===== src/hw/rtl/hhfm_pkg.sv =====
// ============================================================================
// hhfm_pkg
// Shared types, codes and default sizes for the humidity heater fault monitor.
// ============================================================================
package hhfm_pkg;

    // Default sizes of the stores and windows
    localparam int HISTORY_DEPTH_DEF = 16;
    localparam int STUCK_SAMPLES_DEF = 8;
    localparam int MAX_PULSES_DEF    = 4;
    localparam int FAULT_BUCKETS_DEF = 2;

    // Field widths
    localparam int TIME_W     = 32;
    localparam int RH_W       = 14;
    localparam int TEMP_W     = 15;
    localparam int CFG_IDX_W  = 3;
    localparam int CFG_DATA_W = 32;

    // Register reset values
    localparam logic [TIME_W-1:0] INTERVAL_RST = 32'd2000;
    localparam logic [TIME_W-1:0] PULSE_RST    = 32'd1000;
    localparam logic [TIME_W-1:0] COOLDOWN_RST = 32'd10000;
    localparam logic [RH_W-1:0]   RH_THR_RST   = 14'd9500;
    localparam logic [TEMP_W-1:0] SPREAD_RST   = 15'd20;
    localparam logic [TIME_W-1:0] WINDOW_RST   = 32'd3600000;

    // Configuration register indexes
    typedef enum logic [CFG_IDX_W-1:0] {
        REG_SENSOR_PRESENT = 3'd0,
        REG_SAMPLE_INTERVAL = 3'd1,
        REG_HEATER_PULSE   = 3'd2,
        REG_COOLDOWN       = 3'd3,
        REG_RH_THRESHOLD   = 3'd4,
        REG_TEMP_SPREAD    = 3'd5,
        REG_PULSE_WINDOW   = 3'd6
    } cfg_reg_t;

    // One entry of the sample history
    typedef struct packed {
        logic                     valid;
        logic                     heated;
        logic                     settling;
        logic signed [TEMP_W-1:0] temp;
        logic [RH_W-1:0]          rh;
    } sample_t;

    // Sequencer states
    typedef enum logic [3:0] {
        ST_IDLE,
        ST_HEAT,
        ST_SCAN,
        ST_JUDGE,
        ST_PRE,
        ST_FIRE,
        ST_EVENT,
        ST_DIV,
        ST_BUCK,
        ST_FAULT,
        ST_COUNT,
        ST_OUT
    } state_t;

endpackage


===== src/hw/rtl/hhfm_ram.sv =====
// ============================================================================
// hhfm_ram
// Generic single write port, single read port RAM with registered read data.
// ============================================================================
module hhfm_ram #(
    parameter int WIDTH = 32,
    parameter int DEPTH = 16
) (
    input  logic                     clk,
    input  logic                     we,
    input  logic [$clog2(DEPTH)-1:0] waddr,
    input  logic [WIDTH-1:0]         wdata,
    input  logic [$clog2(DEPTH)-1:0] raddr,
    output logic [WIDTH-1:0]         rdata
);

    logic [WIDTH-1:0] mem_reg [DEPTH];
    logic [WIDTH-1:0] rdata_reg;

    // Write port and registered read port
    always_ff @(posedge clk)
    begin
        if (we)
        begin
            mem_reg[waddr] <= wdata;
        end
        rdata_reg <= mem_reg[raddr];
    end

    assign rdata = rdata_reg;

endmodule


===== src/hw/rtl/hhfm_div.sv =====
// ============================================================================
// hhfm_div
// Bit-serial 32-bit divider for the bucket advance. Gives the remainder, the
// quotient saturated at the bucket count and the quotient modulo that count.
// ============================================================================
module hhfm_div #(
    parameter int FAULT_BUCKETS = hhfm_pkg::FAULT_BUCKETS_DEF
) (
    input  logic                             clk,
    input  logic                             rst_n,
    input  logic                             start,
    input  logic [hhfm_pkg::TIME_W-1:0]      dividend,
    input  logic [hhfm_pkg::TIME_W-1:0]      divisor,
    output logic                             done,
    output logic [hhfm_pkg::TIME_W-1:0]      rem,
    output logic [$clog2(FAULT_BUCKETS+1)-1:0] q_sat,
    output logic [$clog2(FAULT_BUCKETS)-1:0]   q_mod
);

    localparam int TW = hhfm_pkg::TIME_W;
    localparam int QW = $clog2(FAULT_BUCKETS+1);
    localparam int MW = $clog2(FAULT_BUCKETS);
    localparam int BW = $clog2(TW);

    logic          busy_reg, busy_next;
    logic          done_reg, done_next;
    logic [BW-1:0] bit_reg, bit_next;
    logic [TW-1:0] dvd_reg, dvd_next;
    logic [TW-1:0] rem_reg, rem_next;
    logic [QW-1:0] qs_reg, qs_next;
    logic [MW-1:0] qm_reg, qm_next;

    logic [TW:0]   shifted;
    logic          qbit;
    logic [QW:0]   qs_dbl;
    logic [MW:0]   qm_dbl;

    // One quotient bit per cycle
    always_comb
    begin
        busy_next = busy_reg;
        done_next = 1'b0;
        bit_next  = bit_reg;
        dvd_next  = dvd_reg;
        rem_next  = rem_reg;
        qs_next   = qs_reg;
        qm_next   = qm_reg;
        shifted   = {rem_reg, dvd_reg[TW-1]};
        qbit      = (shifted >= {1'b0, divisor});
        qs_dbl    = {qs_reg, qbit};
        qm_dbl    = {qm_reg, qbit};
        if (start)
        begin
            busy_next = 1'b1;
            bit_next  = '0;
            dvd_next  = dividend;
            rem_next  = '0;
            qs_next   = '0;
            qm_next   = '0;
        end
        else if (busy_reg)
        begin
            rem_next = qbit ? TW'(shifted - {1'b0, divisor}) : TW'(shifted);
            dvd_next = {dvd_reg[TW-2:0], 1'b0};
            qs_next  = (qs_dbl >= (QW+1)'(FAULT_BUCKETS)) ? QW'(FAULT_BUCKETS) : QW'(qs_dbl);
            qm_next  = (qm_dbl >= (MW+1)'(FAULT_BUCKETS)) ?
                       MW'(qm_dbl - (MW+1)'(FAULT_BUCKETS)) : MW'(qm_dbl);
            bit_next = bit_reg + 1'b1;
            if (bit_reg == BW'(TW-1))
            begin
                busy_next = 1'b0;
                done_next = 1'b1;
            end
        end
    end

    // Control state
    always_ff @(posedge clk or negedge rst_n)
    begin
        if (!rst_n)
        begin
            busy_reg <= 1'b0;
            done_reg <= 1'b0;
        end
        else
        begin
            busy_reg <= busy_next;
            done_reg <= done_next;
        end
    end

    // Datapath
    always_ff @(posedge clk)
    begin
        bit_reg <= bit_next;
        dvd_reg <= dvd_next;
        rem_reg <= rem_next;
        qs_reg  <= qs_next;
        qm_reg  <= qm_next;
    end

    assign done  = done_reg;
    assign rem   = rem_reg;
    assign q_sat = qs_reg;
    assign q_mod = qm_reg;

endmodule


===== src/hw/rtl/humidity_heater_fault_monitor.sv =====
// ============================================================================
// humidity_heater_fault_monitor
// Wet-stuck detection on a humidity sensor, rate-limited heater pulses,
// hourly condensation fault and before/after pulse records.
// ============================================================================
// Usage:
//  Input channel (in_valid / in_stall) carries one item: time stamp and one
//  reading. Output channel (out_valid / out_stall) returns exactly one result
//  per item, in order. Configuration is a plain write port (cfg_we,
//  cfg_index, cfg_data), to be written only while the block is idle; the
//  block itself does not enforce this. A sample item can run the history
//  scan (one read per cycle) and the bucket advance divider; a skipped item
//  or one with the sensor absent runs neither. One item at a time.
//  The sample history lives in a RAM with a registered read port; the scan
//  reads it back after the new entry is written.
//  Reset clears all control state and loads the register defaults; no
//  clearing pass is needed.
//  The result sits in an output register: a new item is taken while it
//  waits, and the sequencer holds its last step while that result is stalled.
// ============================================================================
module humidity_heater_fault_monitor #(
    parameter int HISTORY_DEPTH = hhfm_pkg::HISTORY_DEPTH_DEF,
    parameter int STUCK_SAMPLES = hhfm_pkg::STUCK_SAMPLES_DEF,
    parameter int MAX_PULSES    = hhfm_pkg::MAX_PULSES_DEF,
    parameter int FAULT_BUCKETS = hhfm_pkg::FAULT_BUCKETS_DEF
) (
    input  logic                                clk,
    input  logic                                rst_n,
    input  logic                                in_valid,
    output logic                                in_stall,
    input  logic [hhfm_pkg::TIME_W-1:0]         time_ms,
    input  logic                                reading_valid,
    input  logic signed [hhfm_pkg::TEMP_W-1:0]  temperature_centi,
    input  logic [hhfm_pkg::RH_W-1:0]           humidity_centi,
    output logic                                out_valid,
    input  logic                                out_stall,
    output logic                                sample_taken,
    output logic                                heater_on,
    output logic                                wet_stuck,
    output logic [2:0]                          pulses_in_window,
    output logic                                condensation_fault,
    output logic                                event_done,
    output logic [hhfm_pkg::TIME_W-1:0]         event_duration_ms,
    output logic [hhfm_pkg::RH_W-1:0]           event_rh_before,
    output logic signed [hhfm_pkg::TEMP_W-1:0]  event_temp_before,
    output logic                                event_after_valid,
    output logic [hhfm_pkg::RH_W-1:0]           event_rh_after,
    output logic signed [hhfm_pkg::TEMP_W-1:0]  event_temp_after,
    input  logic                                cfg_we,
    input  logic [hhfm_pkg::CFG_IDX_W-1:0]      cfg_index,
    input  logic [hhfm_pkg::CFG_DATA_W-1:0]     cfg_data
);

    localparam int TW  = hhfm_pkg::TIME_W;
    localparam int RW  = hhfm_pkg::RH_W;
    localparam int TPW = hhfm_pkg::TEMP_W;
    localparam int SW  = $bits(hhfm_pkg::sample_t);
    localparam int HAW = $clog2(HISTORY_DEPTH);
    localparam int HFW = $clog2(HISTORY_DEPTH+1);
    localparam int PW  = (MAX_PULSES > 1) ? $clog2(MAX_PULSES) : 1;
    localparam int PFW = $clog2(MAX_PULSES+1);
    localparam int BW  = $clog2(FAULT_BUCKETS);
    localparam int QW  = $clog2(FAULT_BUCKETS+1);
    localparam int SCN = (STUCK_SAMPLES > MAX_PULSES) ? STUCK_SAMPLES : MAX_PULSES;
    localparam int CW  = $clog2(SCN+1);

    // ------------------------------------------------------------------
    // Registers
    // ------------------------------------------------------------------
    hhfm_pkg::state_t state_reg, state_next;

    logic          present_reg, present_next;
    logic [TW-1:0] interval_reg, interval_next;
    logic [TW-1:0] pulse_ms_reg, pulse_ms_next;
    logic [TW-1:0] cooldown_reg, cooldown_next;
    logic [RW-1:0] thr_reg, thr_next;
    logic [TPW-1:0] spread_reg, spread_next;
    logic [TW-1:0] window_reg, window_next;

    logic [TW-1:0]         now_reg, now_next;
    logic                  rvalid_reg, rvalid_next;
    logic signed [TPW-1:0] temp_reg, temp_next;
    logic [RW-1:0]         rh_reg, rh_next;

    logic [HAW-1:0] wr_ptr_reg, wr_ptr_next;
    logic [HFW-1:0] hfill_reg, hfill_next;
    logic [TW-1:0]  last_sample_reg, last_sample_next;
    logic [HAW-1:0] rd_ptr_reg, rd_ptr_next;

    logic          heater_reg, heater_next;
    logic [TW-1:0] heat_start_reg, heat_start_next;
    logic [TW-1:0] settle_reg, settle_next;
    logic [TW-1:0] last_pulse_reg, last_pulse_next;
    logic [TW-1:0] ring_reg [MAX_PULSES];
    logic [TW-1:0] ring_next [MAX_PULSES];
    logic [PW-1:0] ring_ptr_reg, ring_ptr_next;
    logic [PFW-1:0] ring_fill_reg, ring_fill_next;

    logic [15:0]   counts_reg [FAULT_BUCKETS];
    logic [15:0]   counts_next [FAULT_BUCKETS];
    logic [BW-1:0] bidx_reg, bidx_next;
    logic [TW-1:0] bstart_reg, bstart_next;
    logic [QW-1:0] bfill_reg, bfill_next;
    logic          fault_reg, fault_next;
    logic          stuck_reg, stuck_next;

    logic                  pending_reg, pending_next;
    logic                  awaiting_reg, awaiting_next;
    logic [TW-1:0]         pdur_reg, pdur_next;
    logic [RW-1:0]         prh_reg, prh_next;
    logic signed [TPW-1:0] ptemp_reg, ptemp_next;

    logic                  ok_reg, ok_next;
    logic signed [TPW-1:0] mn_reg, mn_next;
    logic signed [TPW-1:0] mx_reg, mx_next;
    logic [CW-1:0]         cnt_reg, cnt_next;
    logic [PFW-1:0]        acc_reg, acc_next;

    logic taken_reg, taken_next;
    logic fired_reg, fired_next;
    logic adv_reg, adv_next;

    logic                  evd_reg, evd_next;
    logic [TW-1:0]         evdur_reg, evdur_next;
    logic [RW-1:0]         evrhb_reg, evrhb_next;
    logic signed [TPW-1:0] evtb_reg, evtb_next;
    logic                  evav_reg, evav_next;
    logic [RW-1:0]         evrha_reg, evrha_next;
    logic signed [TPW-1:0] evta_reg, evta_next;

    logic out_valid_reg, out_valid_next;
    logic o_taken_reg, o_heater_reg, o_stuck_reg, o_fault_reg;
    logic [2:0] o_count_reg;
    logic o_done_reg, o_av_reg;
    logic [TW-1:0] o_dur_reg;
    logic [RW-1:0] o_rhb_reg, o_rha_reg;
    logic signed [TPW-1:0] o_tb_reg, o_ta_reg;

    // ------------------------------------------------------------------
    // Helper signals
    // ------------------------------------------------------------------
    logic          in_xfer;
    logic          load_out;
    logic [TW-1:0] w_eff;
    logic          heat_off;
    logic          heat_now;
    logic [TW-1:0] settle_eff;
    logic          skip;
    logic [HFW-1:0] hfill_inc;
    hhfm_pkg::sample_t new_sample;
    hhfm_pkg::sample_t rd_sample;
    logic [SW-1:0] ram_rdata;
    logic          ram_we;
    logic          entry_ok;
    logic signed [TPW:0] spread_val;
    logic          ring_hit;
    logic [PFW-1:0] acc_inc;
    logic          pre_ok;
    logic          div_start;
    logic          div_done;
    logic [TW-1:0] div_rem;
    logic [QW-1:0] div_qs;
    logic [BW-1:0] div_qm;
    logic [QW-1:0] k_sat;
    logic [BW-1:0] k_mod;
    logic [BW:0]   idx_sum;
    logic [BW-1:0] new_idx;
    logic [BW:0]   bdist;
    logic          clr;
    logic [15:0]   base;
    logic [QW:0]   fill_sum;
    logic [BW-1:0] prev_idx;
    logic [PFW+2:0] acc_wide;

    assign in_xfer  = in_valid && !in_stall;
    assign in_stall = (state_reg != hhfm_pkg::ST_IDLE);
    assign load_out = (state_reg == hhfm_pkg::ST_OUT) && (!out_valid_reg || !out_stall);
    assign w_eff    = (window_reg == '0) ? TW'(1) : window_reg;

    // Heater turn-off and pacing at the head of an item
    assign heat_off   = heater_reg && ((now_reg - heat_start_reg) >= pulse_ms_reg);
    assign heat_now   = heater_reg && !heat_off;
    assign settle_eff = heat_off ? (now_reg + cooldown_reg) : settle_reg;
    assign skip       = (last_sample_reg != '0) && ((now_reg - last_sample_reg) < interval_reg);
    assign hfill_inc  = (32'(hfill_reg) < 32'(HISTORY_DEPTH)) ? hfill_reg + 1'b1 : hfill_reg;

    always_comb
    begin
        new_sample.valid    = rvalid_reg;
        new_sample.heated   = heat_now;
        new_sample.settling = !heat_now && (settle_eff != '0) && (now_reg < settle_eff);
        new_sample.temp     = temp_reg;
        new_sample.rh       = rh_reg;
    end

    assign ram_we = (state_reg == hhfm_pkg::ST_HEAT) && present_reg && !skip;

    hhfm_ram #(
        .WIDTH (SW),
        .DEPTH (HISTORY_DEPTH)
    ) u_hist (
        .clk   (clk),
        .we    (ram_we),
        .waddr (wr_ptr_reg),
        .wdata (new_sample),
        .raddr (rd_ptr_reg),
        .rdata (ram_rdata)
    );

    assign rd_sample  = hhfm_pkg::sample_t'(ram_rdata);
    assign entry_ok   = rd_sample.valid && !rd_sample.heated && !rd_sample.settling &&
                        (rd_sample.rh >= thr_reg);
    assign spread_val = (TPW+1)'(mx_reg) - (TPW+1)'(mn_reg);

    // Pulse ring scan step
    assign ring_hit = (cnt_reg < CW'(ring_fill_reg)) &&
                      ((now_reg - ring_reg[cnt_reg[PW-1:0]]) <= w_eff);
    assign acc_inc  = acc_reg + PFW'(ring_hit);
    assign pre_ok   = !heater_reg &&
                      !((settle_reg != '0) && (now_reg < settle_reg)) &&
                      !((last_pulse_reg != '0) && ((now_reg - last_pulse_reg) < interval_reg));

    // Bucket advance divider
    assign div_start = (state_reg == hhfm_pkg::ST_EVENT) && (bstart_reg != '0);

    hhfm_div #(
        .FAULT_BUCKETS (FAULT_BUCKETS)
    ) u_div (
        .clk      (clk),
        .rst_n    (rst_n),
        .start    (div_start),
        .dividend (now_reg - bstart_reg),
        .divisor  (w_eff),
        .done     (div_done),
        .rem      (div_rem),
        .q_sat    (div_qs),
        .q_mod    (div_qm)
    );

    assign k_sat    = adv_reg ? div_qs : '0;
    assign k_mod    = adv_reg ? div_qm : '0;
    assign idx_sum  = (BW+1)'(bidx_reg) + (BW+1)'(k_mod);
    assign new_idx  = (idx_sum >= (BW+1)'(FAULT_BUCKETS)) ?
                      BW'(idx_sum - (BW+1)'(FAULT_BUCKETS)) : BW'(idx_sum);
    assign fill_sum = (QW+1)'(bfill_reg) + (QW+1)'(k_sat);
    assign prev_idx = (bidx_reg == '0) ? BW'(FAULT_BUCKETS-1) : bidx_reg - 1'b1;
    assign acc_wide = {3'b000, acc_reg};

    // ------------------------------------------------------------------
    // Sequencer: next state and datapath updates
    // ------------------------------------------------------------------
    always_comb
    begin
        state_next       = state_reg;
        present_next     = present_reg;
        interval_next    = interval_reg;
        pulse_ms_next    = pulse_ms_reg;
        cooldown_next    = cooldown_reg;
        thr_next         = thr_reg;
        spread_next      = spread_reg;
        window_next      = window_reg;
        now_next         = now_reg;
        rvalid_next      = rvalid_reg;
        temp_next        = temp_reg;
        rh_next          = rh_reg;
        wr_ptr_next      = wr_ptr_reg;
        hfill_next       = hfill_reg;
        last_sample_next = last_sample_reg;
        rd_ptr_next      = rd_ptr_reg;
        heater_next      = heater_reg;
        heat_start_next  = heat_start_reg;
        settle_next      = settle_reg;
        last_pulse_next  = last_pulse_reg;
        ring_next        = ring_reg;
        ring_ptr_next    = ring_ptr_reg;
        ring_fill_next   = ring_fill_reg;
        counts_next      = counts_reg;
        bidx_next        = bidx_reg;
        bstart_next      = bstart_reg;
        bfill_next       = bfill_reg;
        fault_next       = fault_reg;
        stuck_next       = stuck_reg;
        pending_next     = pending_reg;
        awaiting_next    = awaiting_reg;
        pdur_next        = pdur_reg;
        prh_next         = prh_reg;
        ptemp_next       = ptemp_reg;
        ok_next          = ok_reg;
        mn_next          = mn_reg;
        mx_next          = mx_reg;
        cnt_next         = cnt_reg;
        acc_next         = acc_reg;
        taken_next       = taken_reg;
        fired_next       = fired_reg;
        adv_next         = adv_reg;
        evd_next         = evd_reg;
        evdur_next       = evdur_reg;
        evrhb_next       = evrhb_reg;
        evtb_next        = evtb_reg;
        evav_next        = evav_reg;
        evrha_next       = evrha_reg;
        evta_next        = evta_reg;
        out_valid_next   = out_valid_reg;
        bdist            = '0;
        clr              = 1'b0;
        base             = '0;

        // Drop the result once the receiver takes it
        if (out_valid_reg && !out_stall)
        begin
            out_valid_next = 1'b0;
        end

        // Register writes
        if (cfg_we)
        begin
            case (hhfm_pkg::cfg_reg_t'(cfg_index))
                hhfm_pkg::REG_SENSOR_PRESENT:  present_next  = cfg_data[0];
                hhfm_pkg::REG_SAMPLE_INTERVAL: interval_next = cfg_data;
                hhfm_pkg::REG_HEATER_PULSE:    pulse_ms_next = cfg_data;
                hhfm_pkg::REG_COOLDOWN:        cooldown_next = cfg_data;
                hhfm_pkg::REG_RH_THRESHOLD:    thr_next      = cfg_data[RW-1:0];
                hhfm_pkg::REG_TEMP_SPREAD:     spread_next   = cfg_data[TPW-1:0];
                hhfm_pkg::REG_PULSE_WINDOW:    window_next   = cfg_data;
                default:                       ;
            endcase
        end

        case (state_reg)
            hhfm_pkg::ST_IDLE:
            begin
                // Capture the item and clear the per-item record
                if (in_xfer)
                begin
                    now_next    = time_ms;
                    rvalid_next = reading_valid;
                    temp_next   = temperature_centi;
                    rh_next     = humidity_centi;
                    taken_next  = 1'b0;
                    fired_next  = 1'b0;
                    adv_next    = 1'b0;
                    evd_next    = 1'b0;
                    evdur_next  = '0;
                    evrhb_next  = '0;
                    evtb_next   = '0;
                    evav_next   = 1'b0;
                    evrha_next  = '0;
                    evta_next   = '0;
                    state_next  = hhfm_pkg::ST_HEAT;
                end
            end

            hhfm_pkg::ST_HEAT:
            begin
                cnt_next   = '0;
                acc_next   = '0;
                state_next = hhfm_pkg::ST_COUNT;
                if (present_reg)
                begin
                    // Turn the heater off when its pulse has run out
                    if (heat_off)
                    begin
                        heater_next = 1'b0;
                        settle_next = settle_eff;
                        if (pending_reg)
                        begin
                            pdur_next     = now_reg - heat_start_reg;
                            awaiting_next = 1'b1;
                            pending_next  = 1'b0;
                        end
                    end
                    // Take a sample unless paced out
                    if (!skip)
                    begin
                        taken_next       = 1'b1;
                        last_sample_next = now_reg;
                        wr_ptr_next      = (wr_ptr_reg == HAW'(HISTORY_DEPTH-1)) ?
                                           '0 : wr_ptr_reg + 1'b1;
                        hfill_next       = hfill_inc;
                        stuck_next       = 1'b0;
                        rd_ptr_next      = wr_ptr_reg;
                        ok_next          = 1'b1;
                        if (32'(hfill_inc) >= 32'(STUCK_SAMPLES))
                        begin
                            state_next = hhfm_pkg::ST_SCAN;
                        end
                        else
                        begin
                            state_next = hhfm_pkg::ST_EVENT;
                        end
                    end
                end
            end

            hhfm_pkg::ST_SCAN:
            begin
                // Fold in the entry read last cycle
                if (cnt_reg != '0)
                begin
                    ok_next = ok_reg && entry_ok;
                    if (cnt_reg == CW'(1))
                    begin
                        mn_next = rd_sample.temp;
                        mx_next = rd_sample.temp;
                    end
                    else
                    begin
                        if (rd_sample.temp < mn_reg)
                        begin
                            mn_next = rd_sample.temp;
                        end
                        if (rd_sample.temp > mx_reg)
                        begin
                            mx_next = rd_sample.temp;
                        end
                    end
                end
                // Issue the next read, newest first
                if (cnt_reg < CW'(STUCK_SAMPLES))
                begin
                    rd_ptr_next = (rd_ptr_reg == '0) ? HAW'(HISTORY_DEPTH-1) : rd_ptr_reg - 1'b1;
                    cnt_next    = cnt_reg + 1'b1;
                end
                else
                begin
                    state_next = hhfm_pkg::ST_JUDGE;
                end
            end

            hhfm_pkg::ST_JUDGE:
            begin
                cnt_next   = '0;
                acc_next   = '0;
                stuck_next = ok_reg && ({1'b0, spread_val[TPW-1:0]} <= {1'b0, spread_reg});
                if (ok_reg && ({1'b0, spread_val[TPW-1:0]} <= {1'b0, spread_reg}) && pre_ok)
                begin
                    state_next = hhfm_pkg::ST_PRE;
                end
                else
                begin
                    state_next = hhfm_pkg::ST_EVENT;
                end
            end

            hhfm_pkg::ST_PRE:
            begin
                // Count ring entries inside the window before firing
                acc_next = acc_inc;
                cnt_next = cnt_reg + 1'b1;
                if (cnt_reg == CW'(MAX_PULSES-1))
                begin
                    if (32'(acc_inc) < 32'(MAX_PULSES))
                    begin
                        state_next = hhfm_pkg::ST_FIRE;
                    end
                    else
                    begin
                        state_next = hhfm_pkg::ST_EVENT;
                    end
                end
            end

            hhfm_pkg::ST_FIRE:
            begin
                // Start a heater pulse
                fired_next      = 1'b1;
                pending_next    = 1'b1;
                awaiting_next   = 1'b0;
                prh_next        = rh_reg;
                ptemp_next      = temp_reg;
                heater_next     = 1'b1;
                heat_start_next = now_reg;
                last_pulse_next = now_reg;
                ring_next[ring_ptr_reg] = now_reg;
                ring_ptr_next   = (ring_ptr_reg == PW'(MAX_PULSES-1)) ? '0 : ring_ptr_reg + 1'b1;
                if (32'(ring_fill_reg) < 32'(MAX_PULSES))
                begin
                    ring_fill_next = ring_fill_reg + 1'b1;
                end
                if (bstart_reg == '0)
                begin
                    bstart_next = now_reg;
                    if (bfill_reg == '0)
                    begin
                        bfill_next = QW'(1);
                    end
                end
                state_next = hhfm_pkg::ST_EVENT;
            end

            hhfm_pkg::ST_EVENT:
            begin
                // Emit the record of a finished pulse
                if (awaiting_reg)
                begin
                    evd_next      = 1'b1;
                    evdur_next    = pdur_reg;
                    evrhb_next    = prh_reg;
                    evtb_next     = ptemp_reg;
                    awaiting_next = 1'b0;
                    if (rvalid_reg)
                    begin
                        evav_next  = 1'b1;
                        evrha_next = rh_reg;
                        evta_next  = temp_reg;
                    end
                end
                if (bstart_reg != '0)
                begin
                    adv_next   = 1'b1;
                    state_next = hhfm_pkg::ST_DIV;
                end
                else if (fired_reg)
                begin
                    state_next = hhfm_pkg::ST_BUCK;
                end
                else
                begin
                    cnt_next   = '0;
                    acc_next   = '0;
                    state_next = hhfm_pkg::ST_COUNT;
                end
            end

            hhfm_pkg::ST_DIV:
            begin
                if (div_done)
                begin
                    state_next = hhfm_pkg::ST_BUCK;
                end
            end

            hhfm_pkg::ST_BUCK:
            begin
                // Advance buckets and count the new pulse, if one fired
                if (k_sat != '0)
                begin
                    bstart_next = now_reg - div_rem;
                    bidx_next   = new_idx;
                    bfill_next  = (fill_sum >= (QW+1)'(FAULT_BUCKETS)) ?
                                  QW'(FAULT_BUCKETS) : QW'(fill_sum);
                end
                for (int j = 0; j < FAULT_BUCKETS; j++)
                begin
                    bdist = (BW+1)'(j) + (BW+1)'(FAULT_BUCKETS) - (BW+1)'(bidx_reg);
                    if (bdist >= (BW+1)'(FAULT_BUCKETS))
                    begin
                        bdist = bdist - (BW+1)'(FAULT_BUCKETS);
                    end
                    clr  = (k_sat >= QW'(FAULT_BUCKETS)) ||
                           ((bdist != '0) && ((QW+BW+1)'(bdist) <= (QW+BW+1)'(k_sat)));
                    base = clr ? 16'd0 : counts_reg[j];
                    if (fired_reg && (BW'(j) == new_idx) && (base != 16'hFFFF))
                    begin
                        base = base + 16'd1;
                    end
                    counts_next[j] = base;
                end
                state_next = hhfm_pkg::ST_FAULT;
            end

            hhfm_pkg::ST_FAULT:
            begin
                // Latch the fault on two busy buckets in a row
                if (adv_reg && (bfill_reg >= QW'(FAULT_BUCKETS)) &&
                    (32'(counts_reg[bidx_reg]) > 32'(MAX_PULSES)) &&
                    (32'(counts_reg[prev_idx]) > 32'(MAX_PULSES)))
                begin
                    fault_next = 1'b1;
                end
                cnt_next   = '0;
                acc_next   = '0;
                state_next = hhfm_pkg::ST_COUNT;
            end

            hhfm_pkg::ST_COUNT:
            begin
                // Count ring entries for the result
                acc_next = acc_inc;
                cnt_next = cnt_reg + 1'b1;
                if (cnt_reg == CW'(MAX_PULSES-1))
                begin
                    state_next = hhfm_pkg::ST_OUT;
                end
            end

            hhfm_pkg::ST_OUT:
            begin
                if (load_out)
                begin
                    out_valid_next = 1'b1;
                    state_next     = hhfm_pkg::ST_IDLE;
                end
            end

            default:
            begin
                state_next = hhfm_pkg::ST_IDLE;
            end
        endcase
    end

    // ------------------------------------------------------------------
    // Control state with reset
    // ------------------------------------------------------------------
    always_ff @(posedge clk or negedge rst_n)
    begin
        if (!rst_n)
        begin
            state_reg       <= hhfm_pkg::ST_IDLE;
            present_reg     <= 1'b0;
            interval_reg    <= hhfm_pkg::INTERVAL_RST;
            pulse_ms_reg    <= hhfm_pkg::PULSE_RST;
            cooldown_reg    <= hhfm_pkg::COOLDOWN_RST;
            thr_reg         <= hhfm_pkg::RH_THR_RST;
            spread_reg      <= hhfm_pkg::SPREAD_RST;
            window_reg      <= hhfm_pkg::WINDOW_RST;
            wr_ptr_reg      <= '0;
            hfill_reg       <= '0;
            last_sample_reg <= '0;
            heater_reg      <= 1'b0;
            heat_start_reg  <= '0;
            settle_reg      <= '0;
            last_pulse_reg  <= '0;
            ring_ptr_reg    <= '0;
            ring_fill_reg   <= '0;
            for (int j = 0; j < FAULT_BUCKETS; j++)
            begin
                counts_reg[j] <= '0;
            end
            bidx_reg        <= '0;
            bstart_reg      <= '0;
            bfill_reg       <= '0;
            fault_reg       <= 1'b0;
            stuck_reg       <= 1'b0;
            pending_reg     <= 1'b0;
            awaiting_reg    <= 1'b0;
            pdur_reg        <= '0;
            prh_reg         <= '0;
            ptemp_reg       <= '0;
            out_valid_reg   <= 1'b0;
        end
        else
        begin
            state_reg       <= state_next;
            present_reg     <= present_next;
            interval_reg    <= interval_next;
            pulse_ms_reg    <= pulse_ms_next;
            cooldown_reg    <= cooldown_next;
            thr_reg         <= thr_next;
            spread_reg      <= spread_next;
            window_reg      <= window_next;
            wr_ptr_reg      <= wr_ptr_next;
            hfill_reg       <= hfill_next;
            last_sample_reg <= last_sample_next;
            heater_reg      <= heater_next;
            heat_start_reg  <= heat_start_next;
            settle_reg      <= settle_next;
            last_pulse_reg  <= last_pulse_next;
            ring_ptr_reg    <= ring_ptr_next;
            ring_fill_reg   <= ring_fill_next;
            counts_reg      <= counts_next;
            bidx_reg        <= bidx_next;
            bstart_reg      <= bstart_next;
            bfill_reg       <= bfill_next;
            fault_reg       <= fault_next;
            stuck_reg       <= stuck_next;
            pending_reg     <= pending_next;
            awaiting_reg    <= awaiting_next;
            pdur_reg        <= pdur_next;
            prh_reg         <= prh_next;
            ptemp_reg       <= ptemp_next;
            out_valid_reg   <= out_valid_next;
        end
    end

    // ------------------------------------------------------------------
    // Payload and scratch registers
    // ------------------------------------------------------------------
    always_ff @(posedge clk)
    begin
        now_reg    <= now_next;
        rvalid_reg <= rvalid_next;
        temp_reg   <= temp_next;
        rh_reg     <= rh_next;
        rd_ptr_reg <= rd_ptr_next;
        ring_reg   <= ring_next;
        ok_reg     <= ok_next;
        mn_reg     <= mn_next;
        mx_reg     <= mx_next;
        cnt_reg    <= cnt_next;
        acc_reg    <= acc_next;
        taken_reg  <= taken_next;
        fired_reg  <= fired_next;
        adv_reg    <= adv_next;
        evd_reg    <= evd_next;
        evdur_reg  <= evdur_next;
        evrhb_reg  <= evrhb_next;
        evtb_reg   <= evtb_next;
        evav_reg   <= evav_next;
        evrha_reg  <= evrha_next;
        evta_reg   <= evta_next;
        if (load_out)
        begin
            o_taken_reg  <= taken_reg;
            o_heater_reg <= heater_reg;
            o_stuck_reg  <= stuck_reg;
            o_fault_reg  <= fault_reg;
            o_count_reg  <= acc_wide[2:0];
            o_done_reg   <= evd_reg;
            o_dur_reg    <= evdur_reg;
            o_rhb_reg    <= evrhb_reg;
            o_tb_reg     <= evtb_reg;
            o_av_reg     <= evav_reg;
            o_rha_reg    <= evrha_reg;
            o_ta_reg     <= evta_reg;
        end
    end

    assign out_valid          = out_valid_reg;
    assign sample_taken       = o_taken_reg;
    assign heater_on          = o_heater_reg;
    assign wet_stuck          = o_stuck_reg;
    assign pulses_in_window   = o_count_reg;
    assign condensation_fault = o_fault_reg;
    assign event_done         = o_done_reg;
    assign event_duration_ms  = o_dur_reg;
    assign event_rh_before    = o_rhb_reg;
    assign event_temp_before  = o_tb_reg;
    assign event_after_valid  = o_av_reg;
    assign event_rh_after     = o_rha_reg;
    assign event_temp_after   = o_ta_reg;

    // ------------------------------------------------------------------
    // Assertions
    // ------------------------------------------------------------------
    a_event_needs_sample: assert property (@(posedge clk) disable iff (!rst_n)
        (out_valid && event_done) |-> sample_taken)
        else $error("pulse record without a sample");

    a_heater_has_ring: assert property (@(posedge clk) disable iff (!rst_n)
        heater_reg |-> (ring_fill_reg != '0))
        else $error("heater on with empty pulse ring");

    a_bucket_index_range: assert property (@(posedge clk) disable iff (!rst_n)
        (32'(bidx_reg) < 32'(FAULT_BUCKETS)))
        else $error("bucket index out of range");

    a_fault_sticky: assert property (@(posedge clk) disable iff (!rst_n)
        fault_reg |=> fault_reg)
        else $error("condensation fault cleared");

endmodule


===== config.mk =====
export PLATFORM = sky130hd
export DESIGN_NAME = humidity_heater_fault_monitor
export DESIGN_NICKNAME = d
export VERILOG_FILES = /design/src/hw/rtl/hhfm_pkg.sv /design/src/hw/rtl/hhfm_ram.sv /design/src/hw/rtl/hhfm_div.sv /design/src/hw/rtl/humidity_heater_fault_monitor.sv
export SDC_FILE = /design/constraint.sdc
export NUM_CORES = 2
export LEC_CHECK = 0
export BUFFER_PORTS_ARGS = -buffer_cell sky130_fd_sc_hd__buf_2
export CAP_MARGIN = 20
export CORE_ASPECT_RATIO = 0.8
export CORE_UTILIZATION = 55
export CTS_CLUSTER_DIAMETER = 50
export CTS_CLUSTER_SIZE = 40
export DETAILED_ROUTE_END_ITERATION = 12
export PLACE_DENSITY = 0.72
export SLEW_MARGIN = 20
export SYNTH_ARGS = -nofsm -noshare
export SYNTH_HDL_FRONTEND = slang
export SYNTH_SLANG_ARGS = --single-unit

===== constraint.sdc =====
create_clock -name clk -period 26 [get_ports clk]
set_clock_uncertainty 0.15 [all_clocks]
set_input_delay 1.3 -clock clk [delete_from_list [all_inputs] [get_ports clk]]
set_output_delay 1.3 -clock clk [all_outputs]
set_load 0.005 [all_outputs]

## After elaboration in Yosys (flattened, before gate mapping)

Memories as Yosys holds them, arrays and structs flattened. A register that Yosys moved wholly into a read port is not among the register bits.
Cells that the tools add are included.

| operators by class | value |
|---|---|
| add/sub/neg operators | 27 |
| bitwise operators | 6 |
| equality and inequality tests | 44 |
| mux-type cells | 122 |
| reductions and logical operators | 109 |
| magnitude comparators | 34 |

Operator list:

| cell | number |
|---|---|
| 32-bit two-way mux | 12 |
| 32-bit subtractor | 6 |
| 16-bit two-way mux | 10 |
| 32-bit nonzero test | 5 |
| 128-bit bitwise mux | 1 |
| 32-bit < comparator | 4 |
| 32-bit one-hot mux with 2 select lines | 2 |
| 15-bit two-way mux | 8 |
| 4-bit two-way mux | 17 |
| 32-bit binary-select mux with 2-bit select | 1 |
| 32-bit demux with 2-bit select | 1 |
| 32-bit logical NOT | 2 |
| 15-bit one-hot mux with 2 select lines | 2 |
| 14-bit two-way mux | 4 |
| 14-bit one-hot mux with 2 select lines | 2 |
| 4-bit one-hot mux with 12 select lines | 1 |
| 2-bit != test (second input constant) | 18 |
| 33-bit by 32-bit >= comparator with 1-bit output | 1 |
| 16-bit by 1-bit adder with 16-bit output (second input constant) | 2 |
| 32-bit adder | 1 |
| 32-bit >= comparator | 1 |
| 16-bit by 3-bit > comparator with 1-bit output (second input constant) | 2 |
| 32-bit less-or-equal comparator | 1 |
| 1-bit logical AND | 32 |
| other kinds (63) | 206 |

| storage, ports and cells | value |
|---|---|
| memories | 1 |
| RAM bits | 512 |
| register bits after elaboration | 905 |
| output and inout port bits | 101 |

Memories:

| memory | words | bits a word | read ports | clocked after memory_dff | wr ports | line | RTL |
|---|---|---|---|---|---|---|---|
| u_hist.mem_reg | 16 | 32 | 1 | 1 | 1 | hhfm_ram.sv:17 | `logic [WIDTH-1:0] mem_reg [DEPTH];` |

## Logic depth before layout (Yosys ltp)

| logic depth | value |
|---|---|
| word-level depth | 12 |
| gate-level depth with buffers | 36 |

## Modules after synthesis

From an unflattened synthesis, not the netlist that was laid out.

| unflattened totals | value |
|---|---|
| cells, all modules | 5970 |
| area, all modules | 72754.8 um^2 |

Modules (own cells, without submodules):

| module | seq. area each (um^2) | area each (um^2) | times used | cells an instance |
|---|---|---|---|---|
| humidity_heater_fault_monitor | 22972.0 | 47695.7 | 1 | 4556 |
| hhfm_ram | 16015.4 | 19835.3 | 1 | 838 |
| hhfm_div | 1811.7 | 5223.8 | 1 | 576 |

## Least setup slack after synthesis

OpenSTA, ideal clock, no wires.

| timing | value |
|---|---|
| path type | in2reg |
| start | input port out_stall |
| end | register o_fault_reg (netlist: condensation_fault) (enable) |
| data required time | 25152 ps |
| stages | 2 |
| arrival | 8503 ps |
| buffers on the path | 0 |
| library setup time | 698 ps |
| path slack | 16649 ps |
| path through | nand2_1 nor3b_1 |

| between the ends | value |
|---|---|
| cells in the longest elaborated chain, start to end | 3 |

Ends and longest elaborated chain:

| item | line | RTL |
|---|---|---|
| start, declared | humidity_heater_fault_monitor.sv:36 | `input logic out_stall,` |
| 1-bit logical NOT | humidity_heater_fault_monitor.sv:177 | `assign load_out = (state_reg == hhfm_pkg::ST_OUT) && (!out_valid_reg \|\| !out_stall);` |
| 1-bit logical OR | humidity_heater_fault_monitor.sv:177 |  |
| 1-bit logical AND | humidity_heater_fault_monitor.sv:177 |  |
| via load_out | humidity_heater_fault_monitor.sv:143 | `logic load_out;` |
| end signal, assigned | humidity_heater_fault_monitor.sv:708 | `o_fault_reg <= fault_reg;` |
| end, declared | humidity_heater_fault_monitor.sv:132 | `logic o_taken_reg, o_heater_reg, o_stuck_reg, o_fault_reg;` |

The timed path passes the listed nets, and every way through them passes these cells.
A chain may end at the register's enable or synchronous reset.

## Worst setup path after layout

| timing | value |
|---|---|
| start | register cnt_reg[0] |
| end | register state_reg[1] |

| between the ends | value |
|---|---|
| cells in the longest elaborated chain, start to end | 12 |

Ends and longest elaborated chain:

| item | line | RTL |
|---|---|---|
| start, declared | humidity_heater_fault_monitor.sv:116 | `logic [CW-1:0] cnt_reg, cnt_next;` |
| start signal, assigned | humidity_heater_fault_monitor.sv:691 | `cnt_reg <= cnt_next;` |
| 2-bit inverter with 3-bit output (implied by the code) | humidity_heater_fault_monitor.sv:217 | `((now_reg - ring_reg[cnt_reg[PW-1:0]]) <= w_eff);` |
| 32-bit binary-select mux with 2-bit select | humidity_heater_fault_monitor.sv:217 |  |
| 32-bit two-way mux (implied by the code) (2 in series) | humidity_heater_fault_monitor.sv:217 |  |
| 32-bit subtractor | humidity_heater_fault_monitor.sv:217 |  |
| 32-bit less-or-equal comparator | humidity_heater_fault_monitor.sv:217 |  |
| 1-bit logical AND | humidity_heater_fault_monitor.sv:216 | `assign ring_hit = (cnt_reg < CW'(ring_fill_reg)) &&` |
| 3-bit by 1-bit adder with 3-bit output | humidity_heater_fault_monitor.sv:218 | `assign acc_inc = acc_reg + PFW'(ring_hit);` |
| 3-bit < comparator | humidity_heater_fault_monitor.sv:452 | `if (32'(acc_inc) < 32'(MAX_PULSES))` |
| 2-bit two-way mux | humidity_heater_fault_monitor.sv:452 |  |
| 4-bit two-way mux | humidity_heater_fault_monitor.sv:450 | `if (cnt_reg == CW'(MAX_PULSES-1))` |
| 4-bit one-hot mux with 12 select lines | humidity_heater_fault_monitor.sv:329 | `case (state_reg)` |
| end signal, assigned | humidity_heater_fault_monitor.sv:610 | `state_reg <= hhfm_pkg::ST_IDLE;` |
| end signal, assigned | humidity_heater_fault_monitor.sv:645 | `state_reg <= state_next;` |
| end, declared | humidity_heater_fault_monitor.sv:70 | `hhfm_pkg::state_t state_reg, state_next;` |

Parallel ways exist; a longest one is shown, timed or not. The select of a mux whose other input is x is not followed.

==> impl_metrics.csv <==
group,metric,value,unit
outcome,status,"complete, no violations",
route,vias,48000,
sta,period_minus_slack,8610,ps
place,place_area,75300,um2
clocking,clock_path_buffers,3,
synthesis,yosys_warnings,0,
synthesis,ys_types,99,
clocking,clock_latency,790,ps
pwr,switchingPower,3870,uW
clocking,clk_pin_slew_worst_paths,80,ps
synthesis,synth-edff-count,970,
synthesis,synth_ff_type,"edfxtp_1",
synthesis,syn_area,72100,um2
grt,grt_max_degree,152,
pwr,swShare,40.1,%
cells_and_area,drive_above_1_share,14.8,%
synthesis,yosysSeqAreaShare,56.6,%
die,die_w,407,um
cells_and_area,finalNonFillerCells,7921,
synthesis,syn_avg_cell_area,12.3,um2
clocking,cts_buffers,118,
cells_and_area,nFillCells,10000,
route,firstDrtPassIters,6,
synthesis,syn-num-nets,6461,
run,maxCapViolCount,0,
pwr,power_frac_clock,20.8,%
sta,grt_setup_unrepaired,"no",
clocking,root_buffer,"clkbuf_16",
place,gp_congestion,0.950,
cells_and_area,final_area,79800,um2
grt,grt_pass1_wl,284000,um
die,rows,118,
die,dieArea,132000,um2
pwr,ir_worst_vdd,0.0861,mV
sta,final.setup.tns,0,ps
sta,hold_viol_final,0,
place,io_buffers,202,
route,routed_via_density,6.06,
cells_and_area,ff_latch_area,40800,um2
pwr,seq_power_share,33.7,%
route,first_iter_violations,4869,
cells_and_area,layout_commonest_cell,"edfxtp_1",
sta,setup_viol,0,
critical_path,path_class,"register to register",
pwr,leakage,0.0317,uW
sta,max_slew.worst_pin.slew,1120,ps
place,dp_hpwl,132000,um
critical_path,cp.depth,32,
critical_path,r2r-start,"cnt_reg[0]$_SDFFCE_PP0P_",
die,io_pins,203,
route,post_drt_wl_per_cell,23.7,um
clocking,cts_tree,"built",
clocking,cts_setup_buffers,0,
sta,finalCritPeriodShare,33.1,%
critical_path,required,26510,ps
clocking,holdBufCountCts,0,
route,routed_wl,188000,um
die,start_util,55.6,%
synthesis,async_reset_ff_share,28.1,%
critical_path,r2r_slack,17390,ps
synthesis,ys_ff_latch,1449,
place,dp.cells,7692,
route,drc_errors,0,
die,core_area,130000,um2
cells_and_area,num-nets-final,6686,
die,die-height,326,um
critical_path,r2r_end,"state_reg[1]$_DFFE_PN0P_",
critical_path,end_kind,"register",
critical_path,worst-path-buf-inv,2,
synthesis,netlist_instances,5847,
critical_path,cp-endpoint,"state_reg[1]$_DFFE_PN0P_",
critical_path,worst_r2r_path_depth,32,
grt,grt_overflow,0,
route,ant_nets,0,
pwr,p_int,5770,uW
sta,fmaxAchievable,116,MHz
grt,antenna_found_initial,14,
critical_path,cp_slowest_stage_delay,580,ps
place,place_ws,17410,ps
critical_path,cp-start-kind,"register",
critical_path,startpoint,"cnt_reg[0]$_SDFFCE_PP0P_",
pwr,power_density,121,nW/um2
cells_and_area,syn_to_final_growth,10.8,%
pwr,p_comb_share,45.6,%
cells_and_area,largest_reg_flops,512,
clocking,numClockSinks,1449,
sta,drv_slew,0,
clocking,post_cts_resized,0,
cells_and_area,multiInputGateArea,29100,um2
grt,first_global_vias,46400,
critical_path,cp.arrival,9110,ps
critical_path,worstPathMaxFanout,32,
sta,max_slew_margin,25.2,%
sta,worst_slack,17390,ps
critical_path,cp_slowest_cell,"mux4_2",
grt,track_usage,28.4,%
cells_and_area,final_cell_mix,"970 x edfxtp_1, 599 x nand2_1, 503 x ha_1, 453 x o21ai_0, 432 x inv_1",
critical_path,crit_family,"compound AO/OA/AOI/OAI gates",
clocking,cts_max_level,3,
min_path,min_path_type,"register to register",
critical_path,cpMostUsedCell,"ha_1",
## cell type report
class                           instances  share of cell area (%)
Sequential cell                      1449                    51.1
Multi-Input combinational cell       3780                    36.4
Clock buffer                          123                    3.77
Tap cell                             1740                    2.73
Timing Repair Buffer                  287                    2.09
Inverter                              436                    2.05
Clock inverter                        103                    1.84
Antenna cell                            3                 0.00940
## cell usage after synthesis (all sizes together), types with 10 or more instances
library cell  instances  area share, %
and3                 38           0.33
xor2                 76           0.92
dfxtp                72            2.0
nand2               604            3.1
buf                  36           0.20
a221oi               10           0.14
a2111oi              11           0.14
dfstp                36            1.3
o211ai               21           0.23
inv                 436            2.3
and4                 20           0.24
a211oi               44           0.48
mux4                192            6.0
a21o                137            1.4
nand3                63           0.44
ha                  503            8.7
nor4                 58           0.53
o31ai                13           0.14
mux2i                36           0.52
o21a                 42           0.44
nor3                 70           0.49
xnor2               142            1.7
nor2                237            1.2
and2                138            1.2
nand2b               57           0.49
mux2                 91            1.4
nand4                78           0.68
dfrtp               371             13
a21boi               10           0.10
o41ai                10           0.14
clkbuf              146           0.76
or3                  23           0.21
or2                  15           0.13
a31oi                41           0.36
o21ai               465            3.2
o21bai               32           0.33
nor2b                56           0.49
a21oi               302            2.1
edfxtp              970             40
## metal layers
| metal | track usage, % | routed length [um] | up-vias |
|---|---|---|---|
| li1 | - | - | 22100 |
| met1 | 44.1 | 84900 | 23800 |
| met2 | 41.3 | 80800 | 1902 |
| met3 | 5.98 | 18100 | 237 |
| met4 | 5.94 | 3850 | 8 |
| met5 | 0.609 | 132 | - |
## worst min path at each step
| stage | start | endpoint | slack [ps] | cells after the start |
|---|---|---|---|---|
| after floorplan | evav_reg$_DFFE_PP_ | event_after_valid$_DFFE_PP_ | 250 | 0 |
| after global placement | evtb_reg[8]$_SDFFCE_PN0P_ | event_temp_before[8]$_DFFE_PP_ | 250 | 0 |
| after detailed placement | evta_reg[12]$_SDFFCE_PN0P_ | event_temp_after[12]$_DFFE_PP_ | 250 | 0 |
| after CTS | evdur_reg[15]$_SDFFCE_PN0P_ | event_duration_ms[15]$_DFFE_PP_ | 260 | 0 |
| after global routing | evdur_reg[15]$_SDFFCE_PN0P_ | event_duration_ms[15]$_DFFE_PP_ | 270 | 0 |
| final | evdur_reg[15]$_SDFFCE_PN0P_ | event_duration_ms[15]$_DFFE_PP_ | 270 | 0 |
## power by group through the flow
| stage | combinational (uW) | clock, uW | sequential (uW) |
|---|---|---|---|
| finish | 4390 | 2000 | 3250 |
| global route | 4880 | 2120 | 3280 |
| CTS | 4350 | 2030 | 3240 |
| detailed placement | 4310 | 0 | 3280 |
| global placement | 4210 | 0 | 3270 |
| floorplan | 3230 | 0 | 3170 |
## per-stage QoR
step                hold slack [ps]  total power, uW  utilization (%)
floorplan                       250             6400                -
global placement                251             7480             58.1
detailed placement              255             7590             58.1
CTS                             256             9620             61.6
global route                    267            10300             61.6
finish                          266             9640             61.6
## cell families (layout without fill, tap and decap cells)
kind of cell / after synthesis / in the layout / synth area share (%)
buffers and inverters: 618 / 949 / 3.23
and+or+nand+nor: 1486 / 1486 / 9.93
DFF: 1449 / 1449 / 56.6
xor gates and xnor gates: 218 / 218 / 2.65
AOI/OAI and AO/OA: 1245 / 1245 / 10.6
other: 0 / 3 / 0
muxes: 319 / 319 / 7.94
adders and majority gates: 512 / 512 / 8.98
Note: power is estimated with default switching activity, not from simulation.
